File: config.mk
export PLATFORM = sky130hd
export DESIGN_NAME = scc_ctrl
export DESIGN_NICKNAME = d
export VERILOG_FILES = /design/src/rtl/scc_pkg.sv /design/src/rtl/scc_ctrl.sv
export SDC_FILE = /design/constraint.sdc
export NUM_CORES = 1
export LEC_CHECK = 0
export BUFFER_PORTS_ARGS = -buffer_cell sky130_fd_sc_hd__buf_4
export CAP_MARGIN = 20
export CORE_MARGIN = 2
export CORE_UTILIZATION = 47
export DETAILED_ROUTE_END_ITERATION = 12
export PLACE_DENSITY = 0.77
export SLEW_MARGIN = 20
export SYNTH_ARGS = -nofsm -noshare
export SYNTH_HDL_FRONTEND = slang
export SYNTH_SLANG_ARGS = --single-unit
File: constraint.sdc
create_clock -name i_clk -period 1.8 [get_ports i_clk]
set_input_delay 0.54 -clock i_clk [delete_from_list [all_inputs] [get_ports i_clk]]
set_output_delay 0.54 -clock i_clk [all_outputs]
set_load 0.01 [all_outputs]
File: src/rtl/scc_pkg.sv
// shared types, op codes and constants for the scc source component counter
package scc_pkg;

    localparam logic KIND_EDGE   = 1'b0;
    localparam logic KIND_FINISH = 1'b1;

    localparam int OPW = 5;

    localparam logic [OPW-1:0] OP_CLR    = 5'd0;
    localparam logic [OPW-1:0] OP_IDLE   = 5'd1;
    localparam logic [OPW-1:0] OP_LDRD   = 5'd2;
    localparam logic [OPW-1:0] OP_LDWR   = 5'd3;
    localparam logic [OPW-1:0] OP_ROOT   = 5'd4;
    localparam logic [OPW-1:0] OP_ROOT2  = 5'd5;
    localparam logic [OPW-1:0] OP_ENTER  = 5'd6;
    localparam logic [OPW-1:0] OP_ENTER2 = 5'd7;
    localparam logic [OPW-1:0] OP_LOOP   = 5'd8;
    localparam logic [OPW-1:0] OP_EDGE   = 5'd9;
    localparam logic [OPW-1:0] OP_EDGE2  = 5'd10;
    localparam logic [OPW-1:0] OP_POP    = 5'd11;
    localparam logic [OPW-1:0] OP_SCC1   = 5'd12;
    localparam logic [OPW-1:0] OP_SCC2   = 5'd13;
    localparam logic [OPW-1:0] OP_RET1   = 5'd14;
    localparam logic [OPW-1:0] OP_RET2   = 5'd15;
    localparam logic [OPW-1:0] OP_RET3   = 5'd16;
    localparam logic [OPW-1:0] OP_M0     = 5'd17;
    localparam logic [OPW-1:0] OP_M1     = 5'd18;
    localparam logic [OPW-1:0] OP_M2     = 5'd19;
    localparam logic [OPW-1:0] OP_M3     = 5'd20;
    localparam logic [OPW-1:0] OP_M4     = 5'd21;
    localparam logic [OPW-1:0] OP_C0     = 5'd22;
    localparam logic [OPW-1:0] OP_C1     = 5'd23;
    localparam logic [OPW-1:0] OP_DONE   = 5'd24;

    typedef struct packed {
        logic       kind;
        logic [9:0] edge_from;
        logic [9:0] edge_to;
    } t_in;

    typedef struct packed {
        logic [10:0] source_components;
        logic [10:0] component_count;
        logic        error;
    } t_out;

    typedef struct packed {
        logic [OPW-1:0] op;
        logic           accept;
    } t_cmd;

    typedef struct packed {
        logic clr_end;
        logic out_busy;
        logic edge_ok;
        logic root_end;
        logic vis_zero;
        logic cur_none;
        logic j_out;
        logic is_root_scc;
        logic scc_more;
        logic fp_zero;
        logic i_end;
        logic e_none;
        logic k_in;
        logic cnt_end;
    } t_stat;

endpackage

File: src/rtl/scc_ctrl.sv
// sequencer for edge loading, component search, marking and clearing
module scc_ctrl import scc_pkg::*; (
    input  logic  i_clk,
    input  logic  i_rst_n,
    input  logic  i_in_valid,
    input  logic  i_kind,
    output logic  o_in_ready,
    input  t_stat i_stat,
    output t_cmd  o_cmd
);

    logic [OPW-1:0] r_state;
    logic [OPW-1:0] n_state;
    logic           accept;

    assign o_in_ready = (r_state == OP_IDLE);
    assign accept     = o_in_ready && i_in_valid;
    assign o_cmd.op     = r_state;
    assign o_cmd.accept = accept;

    always_comb begin
        n_state = r_state;
        unique case (r_state)
            OP_CLR:    n_state = i_stat.clr_end ? OP_IDLE : OP_CLR;
            OP_IDLE: begin
                if (accept) begin
                    if (i_kind == KIND_FINISH) n_state = OP_ROOT;
                    else if (i_stat.edge_ok)   n_state = OP_LDRD;
                end
            end
            OP_LDRD:   n_state = OP_LDWR;
            OP_LDWR:   n_state = OP_IDLE;
            OP_ROOT:   n_state = i_stat.root_end ? OP_M0 : OP_ROOT2;
            OP_ROOT2:  n_state = i_stat.vis_zero ? OP_ENTER : OP_ROOT;
            OP_ENTER:  n_state = OP_ENTER2;
            OP_ENTER2: n_state = OP_LOOP;
            OP_LOOP:   n_state = i_stat.cur_none ? OP_POP : OP_EDGE;
            OP_EDGE:   n_state = i_stat.j_out ? OP_LOOP : OP_EDGE2;
            OP_EDGE2:  n_state = i_stat.vis_zero ? OP_ENTER : OP_LOOP;
            OP_POP:    n_state = i_stat.is_root_scc ? OP_SCC1 : OP_RET1;
            OP_SCC1:   n_state = OP_SCC2;
            OP_SCC2:   n_state = i_stat.scc_more ? OP_SCC1 : OP_RET1;
            OP_RET1:   n_state = i_stat.fp_zero ? OP_ROOT : OP_RET2;
            OP_RET2:   n_state = OP_RET3;
            OP_RET3:   n_state = OP_LOOP;
            OP_M0:     n_state = i_stat.i_end ? OP_C0 : OP_M1;
            OP_M1:     n_state = OP_M2;
            OP_M2:     n_state = i_stat.e_none ? OP_M0 : OP_M3;
            OP_M3:     n_state = i_stat.k_in ? OP_M4 : OP_M2;
            OP_M4:     n_state = OP_M2;
            OP_C0:     n_state = i_stat.cnt_end ? OP_DONE : OP_C1;
            OP_C1:     n_state = OP_C0;
            OP_DONE:   n_state = i_stat.out_busy ? OP_DONE : OP_CLR;
            default:   n_state = OP_CLR;
        endcase
    end

    always_ff @(posedge i_clk) begin
        if (!i_rst_n) begin
            r_state <= OP_CLR;
        end else begin
            r_state <= n_state;
        end
    end

endmodule

* Word-level counts from Yosys, hierarchy flattened
Cells that the tools add are included.
** Word-level totals
- Register bits :: 5
- Bits in latches :: 0
- RAM bits :: 0
- Memory bits (read-only) :: 0
- Logic and storage cells :: 50
- Memories kept :: 0
** Cells by class
- Add/sub/neg operators :: 0
- Multiply operators :: 0
- Divide/modulo/power cells :: 0
- Order comparisons :: 0
- Eq/ne operators :: 26
- Shift-type cells :: 0
- Mux-type cells :: 18
- Bitwise gates (word level) :: 0
- Reductions and logical operators :: 5
** Operator list (count)
- case mux 5 bit (23 select lines) :: 1
- equality test 5 bit, second input constant :: 9
- equality test 5 x 4 -> 1 bit, second input constant :: 8
- 2-to-1 mux 5 bit :: 5
- equality test 5 x 3 -> 1 bit, second input constant :: 4
- 2-to-1 mux 4 bit :: 3
- equality test 5 x 2 -> 1 bit, second input constant :: 2
- 2-to-1 mux 2 bit :: 5
- 2-to-1 mux 3 bit :: 3
- equality test 5 x 1 -> 1 bit, second input constant :: 1
- logical NOT 5 bit :: 1
- OR reduction 2 bit :: 2
- != test 3 x 2 -> 1 bit, second input constant :: 1
- != test 2 x 1 -> 1 bit, second input constant :: 1
- AND reduction 2 bit :: 1
- logical AND 1 bit :: 1
- 2-to-1 mux 1 bit :: 1

* Logic depth before layout (Yosys ltp)
- Word-level depth :: 4
- Gate-level depth with buffers :: 7
- Gate-level depth less buffers :: 5

* Worst setup path after synthesis
Ideal clock, no wire load.
- Kind :: register to output
- Start :: reg r_state[4]
- End :: out o_cmd[0] in the netlist's numbering
- Arrival :: 1.137 ns
- Data required time :: 1.260 ns
- Path slack :: 0.123 ns
- Cell stages (with the launch flop) :: 7
- Buffers on the path :: 3
- Path through :: dfxtp_1 buf_6 nor2_2 and3_1 buf_6 and2_1 buf_4
** On the way
- Cells in the longest elaborated chain, start to end :: 2
** Ends and longest elaborated chain
- start: declaration :: RTL line scc_ctrl.sv:12 : logic [OPW-1:0] r_state;
- start signal: assignment :: RTL line scc_ctrl.sv:62 : r_state <= n_state;
- equality test 5 x 1 -> 1 bit :: RTL line scc_ctrl.sv:16 : assign o_in_ready = (r_state == OP_IDLE);
- named net o_in_ready :: RTL line scc_ctrl.sv:7 : output logic o_in_ready,
- logical AND 1 bit :: RTL line scc_ctrl.sv:17 : assign accept = o_in_ready && i_in_valid;
- end: declaration :: RTL line scc_ctrl.sv:9 : output t_cmd o_cmd
The timed path passes the listed nets, and every way through them passes these cells.

==> flow_summary.yaml <==
floorplanning:
  die_y_um: 41.6
  fp.dieW_um: 41.6
  core_area_mm2: 0.00132
  floorplan.initialDensity_pct: 50.5
  die-area_mm2: 0.00173
  row_count: 13
  boundaryPins: 25
placed_design:
  dp.cells: 133
  gp_congestion: 0.906
  postPlaceCellArea_um2: 855
  port-buffer-count: 24
  dpl.hpwl_mm: 1.41
cells_and_area:
  stdcell_count: 137
  stdcell_area_um2: 888
  top_regs: "r_state: 5 flops"
  nets: 141
  drive_gt1_share_pct: 34.4
  largest_reg_flops: 5
  syn_to_final_growth_pct: 33.5
  layout_commonest_cell: "buf_4"
  post-route-util_pct: 67.4
  num_antenna_cells: 0
  top_register: "r_state"
  mostFrequentLayoutCells: "buf_4, a21oi_1, o21ai_0, nand2_1"
synthesis:
  synth_mux_area_share_pct: 3.01
  yosysTopAreaCellShare_pct: 15.0
  async_reset_ff_share_pct: 0
  syn_area_um2: 666
  avgSynthCellArea_um2: 6.93
  netlist_instances: 96
  synth_simple_gate_area_share_pct: 34.8
  synth-seq-cells: 5
  synth_ff_type: "dfxtp_1"
  yosys_warnings: 0
  synth_edf_count: 0
  synthXorXnorAreaFrac_pct: 0
  synth_compound_area_share_pct: 35.5
  seq_area_frac_synth_pct: 15.0
  postSynthNetCount: 114
  synth_area_leaders: "dfxtp_1, a21oi_1, o21ai_0, a2111oi_2, nand2b_1"
  synth_top_family_by_area: "compound AO/OA/AOI/OAI gates"
  yosys.area.top_type: "dfxtp_1"
  synth_cell_types: 41
  synthAdderAreaFrac_pct: 0
sta:
  clock-skew-final_ps: 2.06
  worst_pin_slew_ps: 329
  period_needed_ps: 1750
  rsz0062_at_grt: "no"
  setup_viol: 0
  drv_slew: 0
  fmax_mhz: 570
  post-route-period-util_pct: 97.5
  timing_hold_violations_final: 0
  setup_tns_ps: 0
  holdWs_ps: 531
  maxSlewHeadroom_pct: 78.0
worst_setup_path:
  rr_worst_depth: 5
  regToRegStartpoint: "r_state[3]"
  crit_required_ps: 1260
  r2r_slack_ps: 180
  startpoint_type: "flop"
  crit_fanout: 5
  arrival_ps: 1210
  r2r_end: "r_state[1]"
  endpoint_kind: "output port"
  setup.worst_path.class: "flop to output port"
routing:
  drt-vias-per-instance: 6.18
  drt_pass1_iterations: 4
  drc_errors: 0
  vias: 846
  drtIter0Drc: 54
  wl_mm: 1.90
  post_drt_wl_per_cell_um: 13.9
  drtAntennaViolNets: 0
global_route:
  antenna_found_initial: 0
  grt_max_degree: 18
  grt_pass1_wl_mm: 3.12
  grt_use_total_pct: 22.9
  grt_pass1_vias: 766
  grt.overflow.total: 0
clocking:
  max-clock-path-buffers: 2
  clkSlewWorstSetupHoldPaths_ps: 40
  h-tree-depth: 1
  cts_hold_buf: 0
  cts_root_buffer: "clkbuf_4"
  post_cts_buffers: 0
  clock_insertion_delay_worst_skew_ps: 250
  cts_tree: "done"
  clock-sinks: 5
  cts_buffers: 3
min_path:
  hold_path_end: "r_state[0]"
  whs_path_depth: 3
  hold_path_class: "primary input to flop"
  hold_path.startpoint: "i_rst_n"
pwr:
  peakVddDrop_v: 0.000455
  cellLeakagePower_nw: 0.361
  power.density_mw_per_mm2: 940
run:
  max_cap_violations: 0
run_status:
  status: "finished, final reports clean"
==> metrics by stage <==
stage	setup WS, ps	power (mW)
2_1_floorplan	123	0.537
3_3_place_gp	258	0.679
3_5_place_dp	234	0.682
4_1_cts	24.4	0.818
5_1_grt	7.06	0.900
6_report	45.5	0.835
==> worst max-delay path, stage by stage, from the launching register on <==
cell and delay (ps):
dfxtp_1 310, nor2_2 180, and3_4 240, and2_1 120
buf_4 110
==> kinds of logic (layout without fill, tap and decap cells) <==
| logic type | Yosys count | in the layout |
|---|---|---|
| AOI/OAI and AO/OA | 35 | 35 |
| and+or+nand+nor | 40 | 40 |
| muxes | 2 | 2 |
| DFF | 5 | 5 |
| buffers and inverters | 14 | 40 |
==> final cells by class <==
type	count	area [um2]
Timing Repair Buffer	30	225
Multi-Input combinational cell	77	495
Inverter	6	22.5
Sequential cell	5	100
Tap cell	15	18.8
Clock buffer	4	26.3
Fill cell	125	429
==> power breakdown <==
part	internal, mW	switching, mW
Combinational	0.244	0.306
Clock	0.0841	0.0513
Sequential	0.134	0.0161
==> synthesized netlist by cell type, types with 2 or more instances <==
cell and instances:
a21oi_1 10, nand2_1 6, nor2_1 6, o21ai_0 6, dfxtp_1 5, inv_1 5
nand2b_1 4, nand3_1 4, nor3_1 4, a31oi_1 3, o22ai_1 3, a2111oi_2 2
and2_1 2, buf_2 2, buf_4 2, buf_6 2, clkbuf_1 2, mux2i_1 2
nand4_1 2, nor2b_1 2, or3_1 2
==> how the worst max path moves through the flow <==
stage,from,to,slack (ps),cells past startpoint
3_3_place_gp,r_state[3],r_state[1],260,5
5_1_grt,r_state[4],o_cmd[0],7,4
2_1_floorplan,r_state[4],o_cmd[0],120,6
6_report,r_state[1],o_cmd[0],50,4
3_5_place_dp,r_state[3],r_state[1],230,5
4_1_cts,r_state[2],o_cmd[0],20,4
==> layer usage <==
layer | GRT usage, % | share of wire, %
met4 | 14.8 | 3.8
met5 | 0 | 0
met3 | 4.35 | 9.2
met2 | 40.0 | 46
met1 | 24.8 | 41
==> repair_timing <==
| action | CTS | global route |
|---|---|---|
| resized for setup | 1 | 2 |
| endpoints found under the setup margin | 1 | 1 |
| endpoints found under the hold margin | 0 | 0 |
Note: power is estimated with default switching activity, not from simulation.
